### src/design/idrp_pkg.sv
package idrp_pkg;

    localparam int POS_W = 25;
    localparam logic [POS_W-1:0] POS_MAX = '1;
    localparam logic [POS_W-1:0] DIR_LEN_RESET = 25'd2048;

    localparam logic [7:0] MIN_RECORD  = 8'd34;
    localparam logic [7:0] NAME_START  = 8'd33;
    localparam logic [7:0] NAME_LEN_AT = 8'd32;
    localparam logic [7:0] SIZE_AT     = 8'd10;
    localparam logic [7:0] FLAGS_AT    = 8'd25;
    localparam logic [7:0] EXTENT_LO   = 8'd2;
    localparam logic [7:0] EXTENT_HI   = 8'd5;
    localparam logic [7:0] SEMICOLON   = 8'h3b;

    localparam int RES_DEPTH = 4;
    localparam int RES_PTR_W = $clog2(RES_DEPTH);
    localparam int RES_CNT_W = $clog2(RES_DEPTH + 1);

    localparam logic REG_DIR_LEN = 1'b0;

    typedef enum logic {
        KIND_CHAR  = 1'b0,
        KIND_ENTRY = 1'b1
    } kind_t;

    typedef struct packed {
        kind_t       kind;
        logic [7:0]  name_char;
        logic [31:0] extent;
        logic [31:0] file_size;
        logic        is_directory;
        logic [7:0]  name_length;
    } result_t;

    typedef struct packed {
        logic w0;
        logic w1;
    } push_t;

endpackage

### src/design/idrp_if.sv
interface idrp_byte_if;
    logic       valid;
    logic       ready;
    logic [7:0] data_byte;
    logic       first_byte;

    modport source (output valid, output data_byte, output first_byte, input ready);
    modport sink (input valid, input data_byte, input first_byte, output ready);
endinterface

interface idrp_result_if;
    logic        valid;
    logic        ready;
    logic        kind;
    logic [7:0]  name_char;
    logic [31:0] extent;
    logic [31:0] file_size;
    logic        is_directory;
    logic [7:0]  name_length;

    modport source (output valid, output kind, output name_char, output extent,
                    output file_size, output is_directory, output name_length,
                    input ready);
    modport sink (input valid, input kind, input name_char, input extent,
                  input file_size, input is_directory, input name_length,
                  output ready);
endinterface

### src/design/idrp_parse.sv
module idrp_parse #(
    parameter int SECTOR_BYTES = 2048
) (
    input  logic                       clk,
    input  logic                       rst_n,
    idrp_byte_if.sink                  bytes_in,
    input  logic [idrp_pkg::POS_W-1:0] directory_length,
    input  logic                       room,
    output idrp_pkg::push_t            push,
    output idrp_pkg::result_t          res0,
    output idrp_pkg::result_t          res1
);
    import idrp_pkg::*;

    localparam int SEC_W = $clog2(SECTOR_BYTES);
    localparam logic [SEC_W-1:0] SEC_LAST = SEC_W'(SECTOR_BYTES - 1);

    // input register
    logic       stg_valid_reg;
    logic [7:0] stg_byte_reg;
    logic       stg_first_reg;
    logic       stage_fire;

    // parse state
    logic [POS_W-1:0] pos_reg, pos_next, e_pos;
    logic [SEC_W-1:0] sec_reg, sec_next, e_sec;
    logic [7:0]  off_reg, off_next, e_off;
    logic [7:0]  rlen_reg, rlen_next, e_rlen;
    logic [7:0]  idl_reg, idl_next, e_idl;
    logic [7:0]  cnt_reg, cnt_next, e_cnt;
    logic        semi_reg, semi_next, e_semi;
    logic        dot_reg, dot_next, e_dot;
    logic [31:0] ext_reg, ext_next, e_ext;
    logic [31:0] size_reg, size_next, e_size;
    logic        dirf_reg, dirf_next, e_dirf;
    logic        pad_reg, pad_next, e_pad;
    logic        stop_reg, stop_next, e_stop;

    logic       dot_v;
    logic       char_hit;
    logic       entry_hit;
    logic [7:0] b;
    result_t    char_res;
    result_t    entry_res;

    assign stage_fire     = stg_valid_reg && room;
    assign bytes_in.ready = !stg_valid_reg || room;
    assign b              = stg_byte_reg;

    always_ff @(posedge clk or negedge rst_n)
    begin
        if (!rst_n)
        begin
            stg_valid_reg <= 1'b0;
        end
        else if (bytes_in.ready)
        begin
            stg_valid_reg <= bytes_in.valid;
        end
    end

    always_ff @(posedge clk)
    begin
        if (bytes_in.ready && bytes_in.valid)
        begin
            stg_byte_reg  <= bytes_in.data_byte;
            stg_first_reg <= bytes_in.first_byte;
        end
    end

    // a first byte clears the parse state before it is used
    always_comb
    begin
        if (stg_first_reg)
        begin
            e_pos  = '0;
            e_sec  = '0;
            e_off  = '0;
            e_rlen = '0;
            e_idl  = '0;
            e_cnt  = '0;
            e_semi = 1'b0;
            e_dot  = 1'b0;
            e_ext  = '0;
            e_size = '0;
            e_dirf = 1'b0;
            e_pad  = 1'b0;
            e_stop = 1'b0;
        end
        else
        begin
            e_pos  = pos_reg;
            e_sec  = sec_reg;
            e_off  = off_reg;
            e_rlen = rlen_reg;
            e_idl  = idl_reg;
            e_cnt  = cnt_reg;
            e_semi = semi_reg;
            e_dot  = dot_reg;
            e_ext  = ext_reg;
            e_size = size_reg;
            e_dirf = dirf_reg;
            e_pad  = pad_reg;
            e_stop = stop_reg;
        end
    end

    always_comb
    begin
        off_next  = e_off;
        rlen_next = e_rlen;
        idl_next  = e_idl;
        cnt_next  = e_cnt;
        semi_next = e_semi;
        dot_next  = e_dot;
        ext_next  = e_ext;
        size_next = e_size;
        dirf_next = e_dirf;
        pad_next  = e_pad;
        stop_next = e_stop;
        dot_v     = e_dot;
        char_hit  = 1'b0;
        entry_hit = 1'b0;

        if (e_pos == POS_MAX)
        begin
            pos_next = e_pos;
            sec_next = e_sec;
        end
        else
        begin
            pos_next = e_pos + 1'b1;
            sec_next = (e_sec == SEC_LAST) ? '0 : e_sec + 1'b1;
        end

        if (!e_stop && (e_pos < directory_length) && !(e_pad && (e_sec != '0)))
        begin
            pad_next = 1'b0;
            if (e_off == 8'd0)
            begin
                if (b == 8'd0)
                begin
                    pad_next = 1'b1;
                end
                else if ((b < MIN_RECORD) ||
                         (({1'b0, e_pos} + (POS_W + 1)'(b)) > {1'b0, directory_length}))
                begin
                    stop_next = 1'b1;
                end
                else
                begin
                    rlen_next = b;
                    off_next  = 8'd1;
                    idl_next  = '0;
                    cnt_next  = '0;
                    semi_next = 1'b0;
                    dot_next  = 1'b0;
                    ext_next  = '0;
                    size_next = '0;
                    dirf_next = 1'b0;
                end
            end
            else
            begin
                if (e_off inside {[EXTENT_LO:EXTENT_HI]})
                begin
                    ext_next = {b, e_ext[31:8]};
                end
                else if (e_off inside {[SIZE_AT:SIZE_AT + 8'd3]})
                begin
                    size_next = {b, e_size[31:8]};
                end
                else if (e_off == FLAGS_AT)
                begin
                    dirf_next = b[1];
                end
                else if (e_off == NAME_LEN_AT)
                begin
                    idl_next = b;
                end

                // name overruns the record
                if ((e_off == NAME_LEN_AT) &&
                    (({1'b0, NAME_START} + {1'b0, b}) > {1'b0, e_rlen}))
                begin
                    stop_next = 1'b1;
                    off_next  = 8'd0;
                end
                else
                begin
                    dot_v    = e_dot ||
                               ((e_off == NAME_START) && (e_idl == 8'd1) && (b <= 8'd1));
                    dot_next = dot_v;
                    if ((e_off >= NAME_START) &&
                        ({1'b0, e_off} < ({1'b0, NAME_START} + {1'b0, e_idl})) &&
                        !dot_v && !e_semi)
                    begin
                        if (b == SEMICOLON)
                        begin
                            semi_next = 1'b1;
                        end
                        else
                        begin
                            char_hit = 1'b1;
                            cnt_next = e_cnt + 8'd1;
                        end
                    end
                    if (({1'b0, e_off} + 9'd1) >= {1'b0, e_rlen})
                    begin
                        entry_hit = !dot_v;
                        off_next  = 8'd0;
                    end
                    else
                    begin
                        off_next = e_off + 8'd1;
                    end
                end
            end
        end
    end

    always_comb
    begin
        char_res              = '0;
        char_res.kind         = KIND_CHAR;
        char_res.name_char    = b;
        entry_res             = '0;
        entry_res.kind        = KIND_ENTRY;
        entry_res.extent      = ext_next;
        entry_res.file_size   = size_next;
        entry_res.is_directory = dirf_next;
        entry_res.name_length = cnt_next;
    end

    assign res0    = char_hit ? char_res : entry_res;
    assign res1    = entry_res;
    assign push.w0 = stage_fire && (char_hit || entry_hit);
    assign push.w1 = stage_fire && char_hit && entry_hit;

    always_ff @(posedge clk or negedge rst_n)
    begin
        if (!rst_n)
        begin
            pos_reg  <= '0;
            sec_reg  <= '0;
            off_reg  <= '0;
            rlen_reg <= '0;
            idl_reg  <= '0;
            cnt_reg  <= '0;
            semi_reg <= 1'b0;
            dot_reg  <= 1'b0;
            ext_reg  <= '0;
            size_reg <= '0;
            dirf_reg <= 1'b0;
            pad_reg  <= 1'b0;
            stop_reg <= 1'b0;
        end
        else if (stage_fire)
        begin
            pos_reg  <= pos_next;
            sec_reg  <= sec_next;
            off_reg  <= off_next;
            rlen_reg <= rlen_next;
            idl_reg  <= idl_next;
            cnt_reg  <= cnt_next;
            semi_reg <= semi_next;
            dot_reg  <= dot_next;
            ext_reg  <= ext_next;
            size_reg <= size_next;
            dirf_reg <= dirf_next;
            pad_reg  <= pad_next;
            stop_reg <= stop_next;
        end
    end

    a_stopped_quiet: assert property (@(posedge clk) disable iff (!rst_n)
        (stg_valid_reg && stop_reg && !stg_first_reg) |-> !push.w0)
        else $error("result pushed while parsing is stopped");

    a_pair_order: assert property (@(posedge clk) disable iff (!rst_n)
        push.w1 |-> (res0.kind == KIND_CHAR) && (res1.kind == KIND_ENTRY))
        else $error("result pair out of order");

    a_stage_hold: assert property (@(posedge clk) disable iff (!rst_n)
        (stg_valid_reg && !room) |=> (stg_valid_reg && $stable(stg_byte_reg)))
        else $error("stalled input word changed");

endmodule

### src/design/idrp_resq.sv
module idrp_resq (
    input  logic              clk,
    input  logic              rst_n,
    input  idrp_pkg::push_t   push,
    input  idrp_pkg::result_t res0,
    input  idrp_pkg::result_t res1,
    output logic              room,
    idrp_result_if.source     results
);
    import idrp_pkg::*;

    result_t                mem_reg [RES_DEPTH];
    logic [RES_PTR_W-1:0]   wptr_reg, wptr_next;
    logic [RES_PTR_W-1:0]   rptr_reg, rptr_next;
    logic [RES_CNT_W-1:0]   count_reg, count_next;
    logic                   pop;
    result_t                head;

    assign pop  = results.valid && results.ready;
    assign room = count_reg <= RES_CNT_W'(RES_DEPTH - 2);
    assign head = mem_reg[rptr_reg];

    assign results.valid        = count_reg != '0;
    assign results.kind         = head.kind;
    assign results.name_char    = head.name_char;
    assign results.extent       = head.extent;
    assign results.file_size    = head.file_size;
    assign results.is_directory = head.is_directory;
    assign results.name_length  = head.name_length;

    always_comb
    begin
        wptr_next  = wptr_reg + RES_PTR_W'(push.w0) + RES_PTR_W'(push.w1);
        rptr_next  = rptr_reg + RES_PTR_W'(pop);
        count_next = count_reg + RES_CNT_W'(push.w0) + RES_CNT_W'(push.w1)
                     - RES_CNT_W'(pop);
    end

    always_ff @(posedge clk or negedge rst_n)
    begin
        if (!rst_n)
        begin
            wptr_reg  <= '0;
            rptr_reg  <= '0;
            count_reg <= '0;
        end
        else
        begin
            wptr_reg  <= wptr_next;
            rptr_reg  <= rptr_next;
            count_reg <= count_next;
        end
    end

    always_ff @(posedge clk)
    begin
        if (push.w0)
        begin
            mem_reg[wptr_reg] <= res0;
        end
        if (push.w1)
        begin
            mem_reg[wptr_reg + RES_PTR_W'(1)] <= res1;
        end
    end

    a_no_overfill: assert property (@(posedge clk) disable iff (!rst_n)
        count_reg <= RES_CNT_W'(RES_DEPTH))
        else $error("result queue overfilled");

    a_push_room: assert property (@(posedge clk) disable iff (!rst_n)
        push.w0 |-> count_reg <= RES_CNT_W'(RES_DEPTH - 2))
        else $error("push without room for a result pair");

    a_head_hold: assert property (@(posedge clk) disable iff (!rst_n)
        (results.valid && !results.ready) |=> (results.valid && $stable(head)))
        else $error("waiting result word changed");

endmodule

### src/design/iso9660_directory_record_parser_core.sv
// channel     dir  handshake      payload
// bytes_in    in   valid/ready    data_byte, first_byte
// results     out  valid/ready    kind, name_char, extent, file_size, is_directory, name_length
// apb         in   psel/penable   directory_length at address 0
//
// one byte per cycle while the result queue has room; a byte is parsed while it sits in the input register
// a byte gives at most two words; they land in a four-entry result queue
// input stalls only while the queue has room for fewer than two words
// rst_n clears all parse state and sets directory_length to 2048
module iso9660_directory_record_parser_core #(
    parameter int SECTOR_BYTES = 2048
) (
    input  logic          clk,
    input  logic          rst_n,
    idrp_byte_if.sink     bytes_in,
    idrp_result_if.source results,
    input  logic          psel,
    input  logic          penable,
    input  logic          pwrite,
    input  logic [2:0]    paddr,
    input  logic [31:0]   pwdata,
    output logic [31:0]   prdata,
    output logic          pready
);
    import idrp_pkg::*;

    logic [POS_W-1:0] dir_len_reg;
    logic             room;
    push_t            push;
    result_t          res0;
    result_t          res1;

    assign pready = 1'b1;
    assign prdata = (paddr[2] == REG_DIR_LEN) ? {{(32 - POS_W){1'b0}}, dir_len_reg} : '0;

    always_ff @(posedge clk or negedge rst_n)
    begin
        if (!rst_n)
        begin
            dir_len_reg <= DIR_LEN_RESET;
        end
        else if (psel && penable && pwrite && (paddr[2] == REG_DIR_LEN))
        begin
            dir_len_reg <= pwdata[POS_W-1:0];
        end
    end

    idrp_parse #(
        .SECTOR_BYTES (SECTOR_BYTES)
    ) u_parse (
        .clk              (clk),
        .rst_n            (rst_n),
        .bytes_in         (bytes_in),
        .directory_length (dir_len_reg),
        .room             (room),
        .push             (push),
        .res0             (res0),
        .res1             (res1)
    );

    idrp_resq u_resq (
        .clk     (clk),
        .rst_n   (rst_n),
        .push    (push),
        .res0    (res0),
        .res1    (res1),
        .room    (room),
        .results (results)
    );

endmodule
### src/flat_wrapper.sv
// flat-port wrapper written by rule: the top's interface ports become plain ports
module iso9660_directory_record_parser_core_flat import idrp_pkg::*;
#(
    parameter int SECTOR_BYTES = 2048
)
  (clk, rst_n, psel, penable, pwrite, paddr, pwdata, prdata, pready, bytes_in_valid, bytes_in_data_byte, bytes_in_first_byte, bytes_in_ready, results_valid, results_kind, results_name_char, results_extent, results_file_size, results_is_directory, results_name_length, results_ready);
  idrp_byte_if bytes_in_i ();
  idrp_result_if results_i ();
  input  logic clk;
  input  logic rst_n;
  input  logic psel;
  input  logic penable;
  input  logic pwrite;
  input  logic [2:0] paddr;
  input  logic [31:0] pwdata;
  output logic [31:0] prdata;
  output logic pready;
  input wire logic [$bits(bytes_in_i.valid)-1:0] bytes_in_valid;
  input wire logic [$bits(bytes_in_i.data_byte)-1:0] bytes_in_data_byte;
  input wire logic [$bits(bytes_in_i.first_byte)-1:0] bytes_in_first_byte;
  output wire logic [$bits(bytes_in_i.ready)-1:0] bytes_in_ready;
  output wire logic [$bits(results_i.valid)-1:0] results_valid;
  output wire logic [$bits(results_i.kind)-1:0] results_kind;
  output wire logic [$bits(results_i.name_char)-1:0] results_name_char;
  output wire logic [$bits(results_i.extent)-1:0] results_extent;
  output wire logic [$bits(results_i.file_size)-1:0] results_file_size;
  output wire logic [$bits(results_i.is_directory)-1:0] results_is_directory;
  output wire logic [$bits(results_i.name_length)-1:0] results_name_length;
  input wire logic [$bits(results_i.ready)-1:0] results_ready;
  assign bytes_in_i.valid = bytes_in_valid;
  assign bytes_in_i.data_byte = bytes_in_data_byte;
  assign bytes_in_i.first_byte = bytes_in_first_byte;
  assign bytes_in_ready = bytes_in_i.ready;
  assign results_valid = results_i.valid;
  assign results_kind = results_i.kind;
  assign results_name_char = results_i.name_char;
  assign results_extent = results_i.extent;
  assign results_file_size = results_i.file_size;
  assign results_is_directory = results_i.is_directory;
  assign results_name_length = results_i.name_length;
  assign results_i.ready = results_ready;
  iso9660_directory_record_parser_core #(.SECTOR_BYTES(SECTOR_BYTES)) u_core (.clk(clk), .rst_n(rst_n), .bytes_in(bytes_in_i), .results(results_i), .psel(psel), .penable(penable), .pwrite(pwrite), .paddr(paddr), .pwdata(pwdata), .prdata(prdata), .pready(pready));
endmodule
### config.mk
export PLATFORM = sky130hd
export DESIGN_NAME = iso9660_directory_record_parser_core_flat
export DESIGN_NICKNAME = d
export VERILOG_FILES = /design/src/design/idrp_pkg.sv /design/src/design/idrp_if.sv /design/src/design/idrp_parse.sv /design/src/design/idrp_resq.sv /design/src/design/iso9660_directory_record_parser_core.sv /design/src/flat_wrapper.sv
export SDC_FILE = /design/constraint.sdc
export NUM_CORES = 1
export LEC_CHECK = 0
export BUFFER_PORTS_ARGS = -buffer_cell sky130_fd_sc_hd__clkbuf_2
export CAP_MARGIN = 20
export CORE_MARGIN = 10
export CORE_UTILIZATION = 35
export DETAILED_ROUTE_END_ITERATION = 10
export SYNTH_ARGS = -nofsm -noshare
export SYNTH_HDL_FRONTEND = slang
export SYNTH_SLANG_ARGS = --single-unit
export TNS_END_PERCENT = 100
### constraint.sdc
create_clock -name clk -period 7.4 [get_ports clk]
set_input_delay 0.74 -clock clk [delete_from_list [all_inputs] [get_ports clk]]
set_output_delay 0.74 -clock clk [all_outputs]
set_load 0.02 [all_outputs]
# Word-level counts from Yosys, hierarchy flattened

Memory sizes are Yosys's and may differ from the RTL's.
Cells that the tools add are included.

Output and inout port bits: 117
Memories kept: 1
Bits in writable memories: 328
Flip-flop bits (word level): 179
Input port bits: 51
Word-level logic and storage cells: 184
Bits in latches: 0
ROM bits: 0

Memories:

| memory                | words | width | read ports | clocked after memory_dff | write ports | RTL line        | text |
|---|---|---|---|---|---|---|---|
| u_core.u_resq.mem_reg | 4     | 82    | 1          | 0                        | 2           | idrp_resq.sv:12 | `result_t mem_reg [RES_DEPTH];` |

$add $sub $neg: 15
Shift-type cells: 0
Multiply operators: 0
Multiplexer cells: 94
Equal/unequal tests: 7
Div/mod/pow operators: 0
Bitwise operators: 1
$lt $le $gt $ge: 13
Reduce and logical (&&, ||, !) cells: 33

Operator list:

| operator                                             | number |
|---|---|
| 2-to-1 mux 32 bit                                    | 13 |
| 2-to-1 mux 8 bit                                     | 29 |
| 2-to-1 mux 82 bit                                    | 1 |
| 2-to-1 mux 25 bit                                    | 3 |
| 2-to-1 mux 1 bit                                     | 45 |
| 2-to-1 mux 11 bit                                    | 3 |
| adder 25 x 8 -> 26 bit                               | 1 |
| greater-than comparator 26 x 25 -> 1 bit             | 1 |
| adder 25 x 1 -> 25 bit (second input constant)       | 1 |
| equality test 25 bit (second input constant)         | 1 |
| less-than comparator 25 bit                          | 1 |
| equality test 8 x 6 -> 1 bit (second input constant) | 3 |
| logical AND 1 bit                                    | 20 |
| adder 6 x 8 -> 9 bit (first input constant)          | 2 |
| adder 8 x 1 -> 8 bit (second input constant)         | 2 |
| logical NOT 8 bit                                    | 2 |
| adder 11 x 1 -> 11 bit (second input constant)       | 1 |
| equality test 11 bit (second input constant)         | 1 |
| nonzero test 11 bit                                  | 1 |
| adder 8 x 1 -> 9 bit (second input constant)         | 1 |
| greater-or-equal comparator 9 x 8 -> 1 bit           | 1 |
| greater-than comparator 9 x 8 -> 1 bit               | 1 |
| less-than comparator 8 x 9 -> 1 bit                  | 1 |
| equality test 8 x 1 -> 1 bit (second input constant) | 1 |
| other kinds (17)                                     | 27 |

# Depth between registers and ports, before layout

Word-level depth: 17
Gate-level depth with buffers: 26
Gate-level depth less buffers: 20

# Modules after synthesis

Synthesis repeated with hierarchy kept, for this count alone.

Cells, all modules: 2,198
Area total of the unflattened synthesis: 29,255.6 sq um

By module, submodules not included:

| module                               | times used | cells each | seq. area each (sq um) | area each (sq um) |
|---|---|---|---|---|
| idrp_resq                            | 1          | 829        | 10,024.6               | 16,563.4 |
| idrp_parse                           | 1          | 1,279      | 3,723.6                | 11,427.2 |
| iso9660_directory_record_parser_core | 1          | 90         | 626.9                  | 1,265.0 |

# Worst setup path after synthesis

No wires, ideal clock.

Path type: register to register
Start point: reg u_core.u_parse.stg_first_reg
End point: mem u_core.u_resq.mem_reg[0][0] in the netlist's numbering (enable)
Required time: 6.964 ns
Cell stages (with the launch flop): 22
Period minus slack after synthesis: 6.764 ns
Path buffers: 7
Path slack: 0.636 ns
Arrival time: 6.329 ns
Library setup time: 0.436 ns
Path through: edfxtp_1 buf_2 buf_2 buf_1 clkbuf_1 clkbuf_1 nor2b_1 ha_1 a41o_1 xor2_1 nand2_1 ha_1 a22oi_1 nand2_1 o311ai_1 and3_1 clkbuf_1 nand3_1 nor4_2 and3_1 buf_2 or2_1

RTL lines:

| item                   | RTL line         | text |
|---|---|---|
| from (decl)            | idrp_parse.sv:21 | `logic stg_first_reg;` |
| from (signal assigned) | idrp_parse.sv:67 | `stg_first_reg <= bytes_in.first_byte;` |
| to (decl)              | idrp_resq.sv:12  |  |

# Worst setup path after layout

Start point: reg u_core.u_parse.pos_reg[0]
End point: reg u_core.u_parse.size_reg[3]

Word-level cells in the longest chain between the ends: 8
Elaborated cells on any way between the ends: 11
Those cells by class: add/sub (1); order compare (2); mux (5); reduce/logical (3)

RTL lines:

| item                                     | RTL line          | text |
|---|---|---|
| from (decl)                              | idrp_parse.sv:25  | `logic [POS_W-1:0] pos_reg, pos_next, e_pos;` |
| from (signal assigned)                   | idrp_parse.sv:260 | `pos_reg <= pos_next;` |
| 2-to-1 mux 25 bit *                      | idrp_parse.sv:74  | `if (stg_first_reg)` |
| adder 25 x 8 -> 26 bit                   | idrp_parse.sv:146 | `(({1'b0, e_pos} + (POS_W + 1)'(b)) > {1'b0, directory_length}))` |
| greater-than comparator 26 x 25 -> 1 bit | idrp_parse.sv:146 |  |
| logical OR 1 bit                         | idrp_parse.sv:145 | `else if ((b < MIN_RECORD) \|\|` |
| 2-to-1 mux 32 bit                        | idrp_parse.sv:145 |  |
| 2-to-1 mux 32 bit                        | idrp_parse.sv:141 | `if (b == 8'd0)` |
| 2-to-1 mux 32 bit                        | idrp_parse.sv:139 | `if (e_off == 8'd0)` |
| 2-to-1 mux 32 bit *                      | idrp_parse.sv:136 | `if (!e_stop && (e_pos < directory_length) && !(e_pad && (e_sec != '0)))` |
| to (signal assigned)                     | idrp_parse.sv:269 | `size_reg <= size_next;` |
| to (decl)                                | idrp_parse.sv:34  | `logic [31:0] size_reg, size_next, e_size;` |

Every way passes the cells marked *; elsewhere a longest branch is shown, timed or not.
A chain may end at the register's enable or synchronous reset.

==> flow_metrics.env <==
export IMPL_status="complete, no violations"
export IMPL_dp_slack_ns=0.7703
export IMPL_first_pass_iters=6
export IMPL_drt_iter0_drc=1354
export IMPL_placementRows=99
export IMPL_cp_start_kind="register"
export IMPL_netlist_area_sq_um=25580
export IMPL_synth_warning_count=0
export IMPL_cts_clk_slew_worst_paths_ns=0.06
export IMPL_critPathSlowestCell="a21o_1"
export IMPL_via_count=18100
export IMPL_area_growth_syn_to_layout_pct=14.35
export IMPL_finalSetupViolCount=0
export IMPL_clockBufferDepth=3
export IMPL_ant_nets=0
export IMPL_final_common_cell="nor2_1"
export IMPL_vias_per_cell=5.494
export IMPL_yosysSeqAreaShare=0.5479
export IMPL_ys_top_cells_by_area="edfxtp_1 35%, dfrtp_1 17%, mux4_2 7.2%"
export IMPL_rr_worst_depth=20
export IMPL_fillers=6855
export IMPL_largest_reg_flops=328
export IMPL_clk_latency_ns=0.63
export IMPL_cts_tree="done"
export IMPL_setup_ws_ns=0.6227
export IMPL_ys_flop_type="edfxtp_1"
export IMPL_cp_common_cell="ha_1"
export IMPL_io_pins=168
export IMPL_avgSynthCellArea_sq_um=11.74
export IMPL_synth_edf_count=301
export IMPL_grt_pass1_wl_mm=110.2
export IMPL_drc=0
export IMPL_timing_rr_start="u_core.u_parse.pos_reg[0]"
export IMPL_path_cells="nor2b_1 -> ha_1 -> ha_1 -> and2_1 -> o31ai_1 -> a311oi_1 -> nor4b_1 -> o21ai_1 -> nand3_1 -> nor2_1 -> xor2_1 -> ha_1 -> nand3_1 -> nor4_1 -> nand2_1 -> a221oi_1 -> a31oi_1 -> a211o_1 -> a21o_1 -> a22o_1"
export IMPL_post_cts_setup_buffer_count=0
export IMPL_finalCriticalPeriod_ns=6.777
export IMPL_cp_slowest_stage_delay_ns=0.63
export IMPL_final_hold_viol_count=0
export IMPL_final_nets=2431
export IMPL_endpoint_kind="register"
export IMPL_rsz0062_at_grt="false"
export IMPL_setup_tns_ns=0
export IMPL_path_class="reg -> reg"
export IMPL_slew_headroom=0.2239
export IMPL_dieArea_sq_um=84290
export IMPL_die_h_um=290.3
export IMPL_drv_slew=0
export IMPL_ctsHoldBuffers=0
export IMPL_synthCells=2179
export IMPL_critical_path_max_fanout=32
export IMPL_port_buffers=150
export IMPL_path_buf_inv=0
export IMPL_num_antenna_cells=0
export IMPL_dpl_hpwl_mm=45.63
export IMPL_fin_skew_ns=0.04140
export IMPL_ys_ff_latch=507
export IMPL_coreArea_sq_um=72710
export IMPL_async_flop_share=0.3353
export IMPL_yosysTopAreaCell="edfxtp_1"
export IMPL_grt_start_max_net_pins=82
export IMPL_cap_viol_max_count=0
export IMPL_peakVddDrop_v=0.0003599
export IMPL_post_cts_resized=0
export IMPL_drive_gt1_frac=0.1849
export IMPL_gp_congestion=0.9070
export IMPL_finalCritPeriodShare=0.9158
export IMPL_grt_overflow=0
export IMPL_r2r_setup_slack_ns=0.62
export IMPL_grt_pass1_vias=18710
export IMPL_max_freq_mhz=147.6
export IMPL_crit_family="compound AO/OA/AOI/OAI gates"
export IMPL_cts_max_level=2
export IMPL_grt_util_all_layers=0.1627
export IMPL_initial_core_util=0.3518
export IMPL_leakage_uw=0.01132
export IMPL_synth_top_area_frac=0.3534
export IMPL_hp_class="in -> async"
export IMPL_regArea_sq_um=14020
export IMPL_multi_input_area_sq_um=10730
export IMPL_synth_cell_types=91
export IMPL_avgRoutedWirePerCell_um=21.35
export IMPL_root_buffer="clkbuf_16"
export IMPL_worst_pin_slew_ns=1.164
export IMPL_most_common_layout_cells="411 x nor2_1, 301 x edfxtp_1, 167 x dfrtp_1, 149 x clkbuf_2, 113 x nand2_1"
export IMPL_die_w_um=290.3
export IMPL_clkSinkCount=507
export IMPL_wirelength_mm=70.34
export IMPL_numCtsBuffers=55
export IMPL_cp_data_required_time_ns=7.90
export IMPL_reg2reg_to="u_core.u_parse.size_reg[3]"
export IMPL_antenna_found_initial=0
export IMPL_arrival_ns=7.27
export IMPL_power_density_nw_per_um2=314.8
## how the worst max path moves through the flow
stage,endpoint,depth (start not counted),from
6_report,u_core.u_parse.size_reg[3],20,u_core.u_parse.pos_reg[0]
5_1_grt,u_core.u_parse.size_reg[23],20,u_core.u_parse.stg_first_reg
4_1_cts,u_core.u_parse.size_reg[23],20,u_core.u_parse.pos_reg[0]
3_5_place_dp,u_core.u_parse.size_reg[10],20,u_core.u_parse.pos_reg[0]
3_3_place_gp,u_core.u_parse.size_reg[0],20,u_core.u_parse.pos_reg[0]
2_1_floorplan,u_core.u_resq.mem_reg[0][0],21,u_core.u_parse.stg_first_reg
## synthesized netlist by cell type (33+ instances only)
library cell  number
a21oi_1           35
a22o_1            86
a22oi_1           33
a31oi_1           35
and2_1            33
buf_2             43
clkbuf_1          73
dfrtp_1          169
dfxtp_1           36
edfxtp_1         301
ha_1              87
inv_1             55
mux2i_1           38
mux4_2            82
nand2_1          113
nand3_1           41
nand4_1           33
nor2_1           411
nor2b_1           38
o21ai_0           55
xnor2_1           40
## cells by family (layout without fill, tap and decap cells)
group,count (synthesis),count (layout),share of synthesized area
adders and majority gates,92,92,0.04569
buffers and inverters,208,359,0.03630
AOI/OAI and AO/OA,357,357,0.1025
DFF,507,507,0.5479
and+or+nand+nor,807,807,0.1483
other,2,8,0.0002936
xor gates and xnor gates,61,61,0.02089
muxes,145,145,0.09808
## cell type report
| type | instances | area share |
|---|---|---|
| sequential | 507 | 0.4794 |
| timing repair buffer | 200 | 0.04197 |
| tap | 959 | 0.04103 |
| clock buffer | 69 | 0.05057 |
| multi-input combinational | 1470 | 0.3669 |
| inverter | 56 | 0.007187 |
| clock inverter | 34 | 0.01288 |
## through the flow
step / cell area [sq um] / power (uW) / instances / utilization / hold WS, ns
global placement: 27360 / 6442 / 3191 / 0.3763 / 0.4511
CTS: 29250 / 9314 / 3295 / 0.4022 / 0.2116
global route: 29250 / 9665 / 3295 / 0.4022 / 0.2451
floorplan: 25600 / 5457 / 2185 / - / 0.4407
finish: 29250 / 9206 / 3295 / 0.4022 / 0.1940
detailed placement: 27390 / 6487 / 3192 / 0.3767 / 0.4609
## metal layers
layer | wire length (um) | vias to the layer above | track usage
met1 | 29350 | 9206 | 0.2072
met5 | 0 | - | 0
li1 | - | 8253 | -
met4 | 1558 | 0 | 0.04323
met2 | 35760 | 561 | 0.2856
met3 | 3666 | 84 | 0.02209
## worst register-to-register path: stages, from the launching register on
cell and delay, ns:
dfrtp_1 0.46, nor2b_1 0.22, ha_1 0.26, ha_1 0.23, and2_1 0.16, o31ai_1 0.45
a311oi_1 0.17, nor4b_1 0.52, o21ai_1 0.32, nand3_1 0.20, nor2_1 0.07, xor2_1 0.14
ha_1 0.30, nand3_1 0.15, nor4_1 0.43, nand2_1 0.12, a221oi_1 0.58, a31oi_1 0.29
a211o_1 0.56, a21o_1 0.63, a22o_1 0.40
## power by group
group / total (uW) / internal (uW) / leakage [uW] / switching, uW
Clock: 2810 / 1630 / 0.000916 / 1170
Combinational: 2940 / 1030 / 0.00480 / 1910
Sequential: 3460 / 3180 / 0.00561 / 283
Total: 9210 / 5840 / 0.0113 / 3360
(Power assumes the default switching activity.)
